==> src/sv/firw_pkg.sv <==
`timescale 1ns / 1ps

package firw_pkg;

  localparam int TAPS       = 8;
  localparam int NUM_COEFS  = 8;
  localparam int SAMPLE_W   = 16;
  localparam int COEF_W     = 16;
  localparam int PROD_W     = SAMPLE_W + COEF_W;
  localparam int OUT_W      = 35;
  localparam int SLOT_W     = (TAPS > 1) ? $clog2(TAPS) : 1;
  localparam int FILL_W     = $clog2(TAPS + 1);
  localparam int COEF_IDX_W = $clog2(NUM_COEFS);
  localparam int CFG_IDX_W  = COEF_IDX_W + 1;

  typedef logic signed [SAMPLE_W-1:0] sample_t;
  typedef logic signed [COEF_W-1:0]   coef_t;
  typedef logic signed [PROD_W-1:0]   prod_t;
  typedef logic signed [OUT_W-1:0]    acc_t;

endpackage

==> src/sv/fir_filter_with_warmup.sv <==
`timescale 1ns / 1ps

// FIR filter with warm-up: every accepted sample gives exactly one result word.
// The first TAPS-1 samples after reset return status 1 and filtered 0; from then
// on filtered is the exact signed 35-bit sum of coef_(TAPS-1-k) times the
// sample k steps old. The delay line sits in a one-port-read synchronous RAM and
// one shared 16x16 multiplier walks the taps with one RAM read per tap: each tap
// passes the registered RAM read, the product register and the accumulator, and
// the sum then goes to the output register. A warm-up item skips the taps and
// goes straight to the done state. The next sample can be taken in the same
// cycle as the word appears. A finished word waits in the output register while
// the next sample is taken; while that word is stalled, the next finished word
// holds the input off. Coefficients must be written through the cfg port while
// the block is idle; the block itself does not enforce this.
module fir_filter_with_warmup (
  input  logic                                 clk,
  input  logic                                 rst,
  input  logic                                 cfg_write,
  input  logic [firw_pkg::CFG_IDX_W-1:0]       cfg_index,
  input  logic [firw_pkg::COEF_W-1:0]          cfg_data,
  input  logic                                 sample_valid,
  output logic                                 sample_stall,
  input  logic signed [firw_pkg::SAMPLE_W-1:0] sample,
  output logic                                 result_valid,
  input  logic                                 result_stall,
  output logic signed [firw_pkg::OUT_W-1:0]    filtered,
  output logic                                 status
);

  typedef enum logic [1:0] {S_IDLE, S_MAC, S_DONE} state_t;

  state_t                          state;
  firw_pkg::coef_t                 coef [firw_pkg::NUM_COEFS];
  firw_pkg::sample_t               line_mem [firw_pkg::TAPS];
  firw_pkg::sample_t               mem_rd;
  logic [firw_pkg::SLOT_W-1:0]     rd_addr;

  logic [firw_pkg::SLOT_W-1:0]     write_slot;
  logic [firw_pkg::SLOT_W-1:0]     write_slot_next;
  logic [firw_pkg::SLOT_W-1:0]     base_slot;
  logic [firw_pkg::FILL_W-1:0]     fill_count;
  logic [firw_pkg::FILL_W-1:0]     fill_count_next;
  firw_pkg::sample_t               newest;

  logic                            issuing;
  logic [firw_pkg::SLOT_W-1:0]     issue_k;
  logic                            rd_v;
  logic                            rd_last;
  logic [firw_pkg::SLOT_W-1:0]     rd_k;
  logic                            prod_v;
  logic                            prod_last;
  firw_pkg::prod_t                 prod;
  firw_pkg::acc_t                  acc;
  firw_pkg::acc_t                  acc_next;

  firw_pkg::acc_t                  res_filtered;
  logic                            res_status;

  logic                            accept;
  logic [firw_pkg::SLOT_W:0]       pos_wide;
  logic [firw_pkg::COEF_IDX_W-1:0] coef_sel;
  firw_pkg::sample_t               op_sample;
  firw_pkg::prod_t                 prod_next;

  assign sample_stall = (state != S_IDLE);
  assign accept       = sample_valid && !sample_stall;

  assign fill_count_next = (fill_count < firw_pkg::FILL_W'(firw_pkg::TAPS))
                         ? fill_count + 1'b1 : fill_count;
  assign write_slot_next = (write_slot == firw_pkg::SLOT_W'(firw_pkg::TAPS - 1))
                         ? '0 : write_slot + 1'b1;

  // slot of the sample issue_k steps old, wrapping below zero
  always_comb begin
    if (base_slot >= issue_k) begin
      pos_wide = {1'b0, base_slot} - {1'b0, issue_k};
    end else begin
      pos_wide = {1'b0, base_slot} + (firw_pkg::SLOT_W+1)'(firw_pkg::TAPS)
               - {1'b0, issue_k};
    end
  end
  assign rd_addr = pos_wide[firw_pkg::SLOT_W-1:0];

  // newest sample is forwarded, the rest come from the line RAM
  assign op_sample = (rd_k == '0) ? newest : mem_rd;
  assign coef_sel  = firw_pkg::COEF_IDX_W'(firw_pkg::TAPS - 1)
                   - firw_pkg::COEF_IDX_W'(rd_k);
  assign prod_next = op_sample * coef[coef_sel];
  assign acc_next  = acc + firw_pkg::OUT_W'(prod);

  always_ff @(posedge clk) begin
    if (accept) begin
      line_mem[write_slot] <= sample;
    end
    mem_rd <= line_mem[rd_addr];
  end

  always_ff @(posedge clk) begin
    if (rst) begin
      for (int i = 0; i < firw_pkg::NUM_COEFS; i++) begin
        coef[i] <= '0;
      end
    end else if (cfg_write &&
                 (cfg_index < firw_pkg::CFG_IDX_W'(firw_pkg::NUM_COEFS))) begin
      coef[cfg_index[firw_pkg::COEF_IDX_W-1:0]] <= cfg_data;
    end
  end

  always_ff @(posedge clk) begin
    if (rst) begin
      state        <= S_IDLE;
      write_slot   <= '0;
      fill_count   <= '0;
      issuing      <= 1'b0;
      issue_k      <= '0;
      rd_v         <= 1'b0;
      prod_v       <= 1'b0;
      result_valid <= 1'b0;
    end else begin
      rd_v      <= 1'b0;
      prod_v    <= rd_v;
      prod_last <= rd_last;
      if (rd_v) begin
        prod <= prod_next;
      end

      if (issuing) begin
        rd_v    <= 1'b1;
        rd_k    <= issue_k;
        rd_last <= (issue_k == firw_pkg::SLOT_W'(firw_pkg::TAPS - 1));
        if (issue_k == firw_pkg::SLOT_W'(firw_pkg::TAPS - 1)) begin
          issuing <= 1'b0;
        end else begin
          issue_k <= issue_k + 1'b1;
        end
      end

      if (result_valid && !result_stall) begin
        result_valid <= 1'b0;
      end

      unique case (state)
        S_IDLE: begin
          if (accept) begin
            write_slot <= write_slot_next;
            fill_count <= fill_count_next;
            base_slot  <= write_slot;
            newest     <= sample;
            acc        <= '0;
            if (fill_count_next < firw_pkg::FILL_W'(firw_pkg::TAPS)) begin
              res_filtered <= '0;
              res_status   <= 1'b1;
              state        <= S_DONE;
            end else begin
              issuing <= 1'b1;
              issue_k <= '0;
              state   <= S_MAC;
            end
          end
        end
        S_MAC: begin
          if (prod_v) begin
            acc <= acc_next;
            if (prod_last) begin
              res_filtered <= acc_next;
              res_status   <= 1'b0;
              state        <= S_DONE;
            end
          end
        end
        S_DONE: begin
          // hold until the output register is free
          if (!result_valid || !result_stall) begin
            filtered     <= res_filtered;
            status       <= res_status;
            result_valid <= 1'b1;
            state        <= S_IDLE;
          end
        end
        default: state <= S_IDLE;
      endcase
    end
  end

  a_accept_quiet: assert property (@(posedge clk) disable iff (rst)
    accept |-> (!issuing && !rd_v && !prod_v))
    else $error("sample taken while the tap pipeline is busy");

  a_wait_zero: assert property (@(posedge clk) disable iff (rst)
    (result_valid && status) |-> (filtered == '0))
    else $error("waiting word carries a nonzero value");

  a_fill_bound: assert property (@(posedge clk) disable iff (rst)
    fill_count <= firw_pkg::FILL_W'(firw_pkg::TAPS))
    else $error("fill count passed the tap count");

  a_last_done: assert property (@(posedge clk) disable iff (rst)
    (state == S_MAC && prod_v && prod_last) |=> (state == S_DONE))
    else $error("last tap did not finish the item");

  a_result_hold: assert property (@(posedge clk) disable iff (rst)
    (result_valid && result_stall) |=> (result_valid && $stable(filtered)))
    else $error("stalled result word changed");

endmodule

==> config.mk <==
export PLATFORM = sky130hd
export DESIGN_NAME = fir_filter_with_warmup
export DESIGN_NICKNAME = d
export VERILOG_FILES = /design/src/sv/firw_pkg.sv /design/src/sv/fir_filter_with_warmup.sv
export SDC_FILE = /design/constraint.sdc
export NUM_CORES = 1
export LEC_CHECK = 0
export BUFFER_PORTS_ARGS = -buffer_cell sky130_fd_sc_hd__buf_2
export CORE_MARGIN = 3
export CORE_UTILIZATION = 50
export DETAILED_ROUTE_END_ITERATION = 10
export PLACE_DENSITY = 0.66
export SLEW_MARGIN = 20
export SYNTH_ARGS = -nofsm -noshare
export SYNTH_HDL_FRONTEND = slang
export SYNTH_SLANG_ARGS = --single-unit
==> constraint.sdc <==
create_clock -name clk -period 11.06 [get_ports clk]
set_input_delay 0.553 -clock clk [delete_from_list [all_inputs] [get_ports clk]]
set_output_delay 0.553 -clock clk [all_outputs]
set_load 0.1 [all_outputs]
## Yosys cells after proc, flatten, opt, wreduce, memory -nomap -nowiden

Memory sizes are Yosys's and may differ from the RTL's. A register that Yosys moved wholly into a read port is not among the register bits.
Index checks and enable logic that the tools add are counted.

- Register bits after elaboration: 179
- Memories kept: 2
- Word-level logic and storage cells: 111
- Input bits: 41
- RAM bits: 256

Memories:

| memory | depth | width | read ports | clocked after Yosys merged registers in | write ports | line | text |
|---|---|---|---|---|---|---|---|
| coef | 8 | 16 | 1 | 0 | 8 | fir_filter_with_warmup.sv:33 | `firw_pkg::coef_t coef [firw_pkg::NUM_COEFS];` |
| line_mem | 8 | 16 | 1 | 1 | 1 | fir_filter_with_warmup.sv:34 | `firw_pkg::sample_t line_mem [firw_pkg::TAPS];` |

- Multiply operators: 1
- Order comparisons: 4
- Bitwise operators: 1
- $add $sub $neg: 8
- Equality and inequality tests: 9
- Multiplexer cells: 47
- Reduce and logical (&&, ||, !) cells: 20

Operator list:

| operator | number |
|---|---|
| 2-to-1 mux 35 bit | 6 |
| case mux 35 bit (2 select lines) | 2 |
| adder 35 x 32 -> 35 bit | 1 |
| multiplier 16 x 16 -> 32 bit | 1 |
| 2-to-1 mux 16 bit | 2 |
| 2-to-1 mux 3 bit | 8 |
| 2-to-1 mux 1 bit | 21 |
| OR reduction 16 bit | 1 |
| less-than comparator 4 bit, second input constant | 3 |
| 2-to-1 mux 2 bit | 5 |
| != test 2 bit, second input constant | 5 |
| adder 3 x 1 -> 3 bit, second input constant | 3 |
| AND reduction 4 bit | 2 |
| == test 3 bit, second input constant | 2 |
| case mux 2 bit (3 select lines) | 1 |
| AND reduction 2 bit | 3 |
| AND reduction 3 bit | 2 |
| AND reduction 6 bit | 1 |
| subtractor 3 bit | 2 |
| adder 4 x 1 -> 4 bit, second input constant | 1 |
| 2-to-1 mux 4 bit | 1 |
| nonzero test 2 bit | 2 |
| >= comparator 3 bit | 1 |
| logical AND 1 bit | 3 |
| other kinds (9) | 11 |

## Depth between registers and ports, before layout

Gate-level depths: netlist (run 1).

- Depth after elaboration: 7
- Depth in mapped cells: 28

## Least setup slack after synthesis (run 1)

Ideal clock, no wire load.

- Kind: register to register
- From: register rd_k[0] (netlist name)
- To: register prod[31], data pin
- Setup slack: 3.655 ns
- Arrival: 7.149 ns
- Cell stages (with the launch flop): 26
- Required time: 10.804 ns
- Path buffers: 3
- Clock period less this slack: 7.405 ns
- Path through: edfxtp_1 > clkbuf_1 > buf_2 > mux4_2 > mux2i_1 > clkbuf_1 > nor2_1 > fa_1 > inv_1 > fa_1 > fa_1 > fa_1 > inv_1 > fa_1 > inv_1 > fa_1 > inv_1 > ha_1 > and3_1 > a221o_1 > a21oi_1 > o21ai_1 > a31oi_1 > o21ai_1 > a2111o_1 > o211a_1

- Cells in the longest elaborated chain, start to end: 3
- Elaborated cells on any way between the ends: 5

RTL lines:

| item | line | text |
|---|---|---|
| start: declaration | fir_filter_with_warmup.sv:49 | `logic [firw_pkg::SLOT_W-1:0] rd_k;` |
| start signal: assignment | fir_filter_with_warmup.sv:129 | `rd_k <= issue_k;` |
| subtractor 3 bit / zero test 3 bit (equally long branches) | fir_filter_with_warmup.sv:87, fir_filter_with_warmup.sv:85 |  |
| memory read (8 x 16 bit) / 2-to-1 mux 16 bit (equally long branches) | n/a |  |
| multiplier 16 x 16 -> 32 bit (*) | fir_filter_with_warmup.sv:88 | `assign prod_next = op_sample * coef[coef_sel];` |
| net prod_next[31] | fir_filter_with_warmup.sv:63 | `firw_pkg::prod_t prod_next;` |
| end signal: assignment | fir_filter_with_warmup.sv:124 | `prod <= prod_next;` |
| end: declaration | fir_filter_with_warmup.sv:52 | `firw_pkg::prod_t prod;` |

The timed path passes the listed nets; every way through them passes the cells marked *.
A chain may end at the register's enable or synchronous reset.

## Final worst setup path (run 1)

Same ends and word-level chain as after synthesis.

==> results.toml, run 1 <==
[outcome]
outcome = "finished, final reports clean"

[clocking]
htree_levels = 2
clkLatencyLatePin_ps = 600
ctsResizeCount = 0
cts_root_buf = "clkbuf_16"
cts_tree = "built"
cts_buffer_depth = 3
ctsHoldBuffers = 0
cts_buffers = 48
postCtsSetupRepairBufs = 0
clock_sinks = 451
path_clk_slew_ps = 60

[logic_synthesis]
synth_area_leader_cell = "edfxtp_1"
synth_area_leaders = "edfxtp_1, fa_1, ha_1"
netlist_area_um2 = 28300
synth.distinct_cells = 65
async_flop_share = 0
synth_nets = 2616
synth.area.mux_share = 0.0777
syn_avg_cell_area_um2 = 12.9
ys_ff_latch = 451
synth_flop_cell = "edfxtp_1"
yosys_warnings = 0
synth_top_cell_area_share = 0.444
synth_edf_count = 419
synth_simple_gate_area_frac = 0.103
synthCells = 2190
synthXorXnorAreaFrac = 0.0170
synth_top_family_by_area = "adder cells"
synth_seq_area_share = 0.467
synth_adder_area_share = 0.240
synth_compound_gate_area_share = 0.0462

[sta]
tns_ps = 0
max_freq_mhz = 119
setup_viol = 0
tightestPinTransition_ps = 1220
finalHoldViolCount = 0
slew_headroom = 0.163
fin_crit_sh = 0.759
rsz0062_at_grt = "false"
clock_skew_ps = 18.7
slew_violations = 0
layout_min_cycle_time_ps = 8390

[setup_path]
slowest_delay_ps = 990
path_delay_family = "adder cells"
cp.required_ps = 11400
end_kind = "flop"
crit_arrival_ps = 8730
critical_path_buf_inv_count = 5
critPathMostFrequentCell = "fa_1"
reg2reg_depth = 23
crit_cells = 23
criticalPathCategory = "reg2reg"
critPathMaxFanout = 31
crit_slowest_cell = "mux2i_1"
path_cells = "nor3_2 > buf_4 > mux2i_1 > nor2_1 > fa_1 > inv_1 > fa_1 > fa_1 > fa_1 > inv_1 > fa_1 > inv_1 > fa_1 > inv_1 > ha_1 > and3_1 > a221o_1 > a21oi_1 > o21ai_1 > a31oi_1 > o21ai_1 > a2111o_1 > o211a_1"
crit_path_start_kind = "flop"

[floorplan]
die_h_um = 244
io_pins = 79
die_w_um = 244
placementRows = 86
start_util = 0.510
die_area_um2 = 59600
coreArea_um2 = 55500

[global_route]
overflow = 0
grt_pass1_vias = 17346
grt_pass1_wl_um = 94700
grt_max_degree = 37
grt_usage = 0.203
antenna_found_initial = 4

[detailed_routing]
final_antenna_net_count = 0
firstDrtPassIters = 5
vias = 16549
viasPerCell = 5.37
wl_um = 59200
wl_per_cell_um = 19.2
drc = 0
drt-initial-drc-count = 1075

[final_layout]
nets = 2719
fillers = 4548
drive_above_1_share = 0.145
layout_common_cells = "edfxtp_1, inv_1, fa_1"
multi_input_comb_area_um2 = 13800
syn_to_final_growth_pct = 10.9
seq_area_um2 = 13200
final_common_cell = "edfxtp_1"

[place]
port_buffers = 78
place_congestion = 0.919
dp_hpwl_um = 42500

[hold_path]
min_path_type = "in2reg"
whs_path_depth = 3

[job]
cap_violations = 0
[worst register-to-register path, cell delays in order, from the launching register on]
cell	delay, ps
edfxtp_1	660
nor3_2	210
buf_4	470
mux2i_1	1020
nor2_1	180
fa_1	580
inv_1	50
fa_1	460
fa_1	500
fa_1	560
inv_1	60
fa_1	470
inv_1	40
fa_1	470
inv_1	40
ha_1	310
and3_1	200
a221o_1	350
a21oi_1	150
o21ai_1	170
a31oi_1	470
o21ai_1	200
a2111o_1	390
o211a_1	140
[registers in the layout (all words and copies together), names as in the netlist, 2 cells and up]
register,cells
rd_k,3
issue_k,3
write_slot,3
base_slot,3
acc,35
line_mem,128
newest,16
res_filtered,35
prod,32
coef,128
fill_count,4
filtered,35
state,2
mem_rd,16
[layout make-up]
cell class              count  share of cell area
clock inverters            23             0.00920
multi-input cells        1375               0.441
repair buffers            110              0.0207
clock buffers              65              0.0419
flip-flops and latches    451               0.421
diodes                      3            0.000239
inverters                 307              0.0367
well taps                 748              0.0298
[per-stage QoR]
stage          instances   util  setup slack [ps]  hold WS, ps  instance area [um^2]
3_3_place_gp        2990  0.536              2740          401                 29700
6_report            3082  0.566              2670          238                 31400
4_1_cts             3078  0.565              2650          192                 31400
2_1_floorplan       2190      -              3650          400                 28300
3_5_place_dp        2990  0.536              2680          405                 29800
5_1_grt             3079  0.566              2300          225                 31400
[synth_stat cells, types with 10 or more instances]
master	n
nand3_1	15
inv_1	307
fa_1	264
nand2b_1	26
dfxtp_1	32
nor3_1	29
clkbuf_1	47
and2_1	143
o21a_1	11
nor2b_1	11
o21ai_0	31
mux4_2	64
edfxtp_1	419
mux2_2	40
ha_1	121
nand2_1	141
mux2i_1	31
or2_2	10
xor2_1	17
a21o_1	38
nor2_1	193
a211oi_1	11
a21oi_1	54
xnor2_1	38
[worst paths after layout]
| check | end | from | slack (ps) |
|---|---|---|---|
| setup / recovery | prod[31]$_DFFE_PP_ | rd_k[0]$_DFFE_PP_ | 2670 |
| hold / removal | result_valid$_SDFF_PP0_ | result_stall | 240 |
| setup reg to reg | prod[31]$_DFFE_PP_ | rd_k[0]$_DFFE_PP_ | 2670 |
| hold reg to reg | filtered[9]$_DFFE_PP_ | res_filtered[9]$_DFFE_PP_ | 420 |
[metal layers]
metal / vias up / share of wire / track usage / routed length, um
met1: 8278 / 0.44 / 0.276 / 25900
met5: - / 0.00035 / 0 / 21
met4: 4 / 0.026 / 0.0615 / 1530
met2: 494 / 0.47 / 0.334 / 27800
li1: 7659 / - / - / -
met3: 114 / 0.068 / 0.0421 / 4010
[kinds of logic after synthesis]
group / after synthesis
adder cells (fa/ha/maj): 385
XOR/XNOR: 55
flip-flops: 451
AO/OA/AOI/OAI: 196
multiplexers: 135
buffers and inverters: 364
AND/OR/NAND/NOR: 604
Power of run 1 is not shown: default switching activity piles up to over one toggle a cycle in this logic, so the estimate is an artifact.
==> run 2, diff against run 1 <==
--- a/config.mk
+++ b/config.mk
@@ -5,6 +5,7 @@
 export SDC_FILE = /design/constraint.sdc
 export NUM_CORES = 1
 export LEC_CHECK = 0
+export ABC_AREA = 1
 export BUFFER_PORTS_ARGS = -buffer_cell sky130_fd_sc_hd__buf_2
 export CORE_MARGIN = 3
 export CORE_UTILIZATION = 50
==> constraint.sdc (replaced) <==
create_clock -name clk -period 7.79 [get_ports clk]
set_input_delay 0.3895 -clock clk [delete_from_list [all_inputs] [get_ports clk]]
set_output_delay 0.3895 -clock clk [all_outputs]
set_load 0.1 [all_outputs]
==> run 2 against run 1 <==
  * Sequential cell count unchanged
  * Cell area up 3.2%
  * Clock skew increased by 0.70 ps
  * Cell count rose by 25%
  * Register-to-register slack got worse by 2200 ps
==> results.toml, run 2 <==
[logic_synthesis]
synth_nets = 3390
synth_edf_count = 419
synthXorXnorAreaFrac = 0.0124
synth.area.mux_share = 0.00574
synth_area_leader_cell = "edfxtp_1"
netlist_area_um2 = 29700
synth_simple_gate_area_frac = 0.143
synth_flop_cell = "edfxtp_1"
synth_compound_gate_area_share = 0.0779
ys_ff_latch = 451
synth.distinct_cells = 46
synthCells = 2964
async_flop_share = 0
syn_avg_cell_area_um2 = 10.0
yosys_warnings = 0
synth.most_common_cell = "inv_1"
synth_top_family_by_area = "adder cells"
synth_adder_area_share = 0.229
synth_top_cell_area_share = 0.424
synth_common_cells = "inv_1, nor2_1, nand2_1, edfxtp_1, fa_1"
synth_area_leaders = "edfxtp_1, fa_1, inv_1"
synth_seq_area_share = 0.446

[sta]
fin_crit_sh = 0.940
clock_skew_ps = 19.4
tns_ps = 0
slew_violations = 0
tightestPinTransition_ps = 995
worst_slack_ps = 468
rsz0062_at_grt = "false"
max_freq_mhz = 137
hold_slack_ps = 80.1
finalHoldViolCount = 0
setup_viol = 0
slew_headroom = 0.335
layout_min_cycle_time_ps = 7320

[detailed_routing]
wl_um = 75000
wl_per_cell_um = 19.5
firstDrtPassIters = 5
final_antenna_net_count = 0
drc = 0
viasPerCell = 5.35
vias = 20613
drt-initial-drc-count = 1485

[clocking]
cts_buffers = 48
cts_tree = "built"
clkLatencyLatePin_ps = 600
postCtsSetupRepairBufs = 0
path_clk_slew_ps = 60
clock_sinks = 451
cts_buffer_depth = 3
htree_levels = 2
cts_root_buf = "clkbuf_16"
ctsHoldBuffers = 0

[setup_path]
critical_path_buf_inv_count = 8
slowest_delay_ps = 520
end_kind = "flop"
criticalPathCategory = "reg2reg"
crit_arrival_ps = 7660
critPathMaxFanout = 64
crit_path_start_kind = "flop"
path_delay_family = "adder cells"
crit_slowest_cell = "fa_1"
cp.required_ps = 8130

[global_route]
grt_max_degree = 96
grt_usage = 0.245
antenna_found_initial = 0
grt_pass1_wl_um = 119000
grt_pass1_vias = 21472
overflow = 0

[final_layout]
syn_to_final_growth_pct = 9.31
antenna_cells = 0
fillers = 5088
nets = 3475
layout_common_cells = "inv_1, nor2_1, nand2_1"
drive_above_1_share = 0.0855
fin_cells = 3852
final_common_cell = "inv_1"
seq_area_um2 = 13200
multi_input_comb_area_um2 = 13900
largestRegisters = "coef: 128 flops, line_mem: 128 flops"

[floorplan]
io_pins = 79
die_w_um = 250
coreArea_um2 = 58100
die_h_um = 250
placementRows = 88
die_area_um2 = 62300
start_util = 0.510

[place]
dp_slack_ps = 282
port_buffers = 78
placed_cells = 3763
place_congestion = 0.950
dp_hpwl_um = 57300

[outcome]
outcome = "finished, final reports clean"

[hold_path]
min_path_type = "in2reg"

[job]
cap_violations = 0
==> run 2: cell types whose count changed after synthesis, moves of 40 or more <==
cell,delta
nor2_1,+298
mux2_2,-40
a21oi_1,+69
inv_1,+208
mux4_2,-64
and2_1,-140
o21ai_0,+113
nand2_1,+314
==> run 2: logic make-up after synthesis <==
| kind of cell | Yosys count |
|---|---|
| AOI/OAI and AO/OA | 382 |
| xor gates and xnor gates | 42 |
| adders and majority gates | 385 |
| buffers and inverters | 624 |
| DFF | 451 |
| muxes | 17 |
| and+or+nand+nor | 1063 |
==> run 2: final cells by class <==
class                   count  area share
clock buffers              57      0.0388
clock inverters            31     0.00977
inverters                 546      0.0634
multi-input cells        1889       0.430
flip-flops and latches    451       0.408
well taps                 765      0.0295
repair buffers            113      0.0209
==> run 2: metal layers <==
| layer | part of all wire | vias to the layer above | GRT usage |
|---|---|---|---|
| met1 | 0.40 | 10101 | 0.306 |
| li1 | - | 9694 | - |
| met2 | 0.50 | 651 | 0.434 |
| met4 | 0.042 | 0 | 0.0975 |
| met5 | 0 | - | 0 |
| met3 | 0.055 | 167 | 0.0322 |
==> run 2: path summary, 6_finish.rpt <==
check                        startpoint                 endpoint  slack (ps)  depth (start not counted)
max                   rd_k[0]$_DFFE_PP_       prod[23]$_DFFE_PP_         470                         26
min                        result_stall  result_valid$_SDFF_PP0_          80                          3
max reg2reg           rd_k[0]$_DFFE_PP_       prod[23]$_DFFE_PP_         470                         26
min reg2reg  res_filtered[28]$_DFFE_PP_   filtered[28]$_DFFE_PP_         420                          0
==> run 2: timing repair <==
action | CTS | global route
gates resized for setup | 0 | 2
setup endpoints to repair | 0 | 8
hold endpoints to repair | 0 | 0
==> run 2: stage by stage <==
stage / cell area (um^2) / utilization
final: 32400 / 0.558
after detailed placement: 30800 / 0.530
after floorplan: 29700 / -
after global routing: 32400 / 0.558
after global placement: 30800 / 0.530
after CTS: 32400 / 0.557
==> run 2: worst register-to-register path: stages (launching register included) <==
cell	delay (ps)
edfxtp_1	490
inv_6	410
nand3_4	240
buf_4	290
o21ai_4	420
inv_1	350
nor2_1	240
fa_1	490
inv_1	100
fa_1	440
fa_1	520
inv_1	50
fa_1	460
fa_1	520
inv_1	50
fa_1	470
inv_1	40
ha_1	340
nand2_1	120
nor2_1	160
inv_1	110
nor3_2	250
nand2_1	120
a21oi_1	200
nor2_1	60
nand2_1	70
nand2_1	60
Power of run 2 is left out for the same reason.
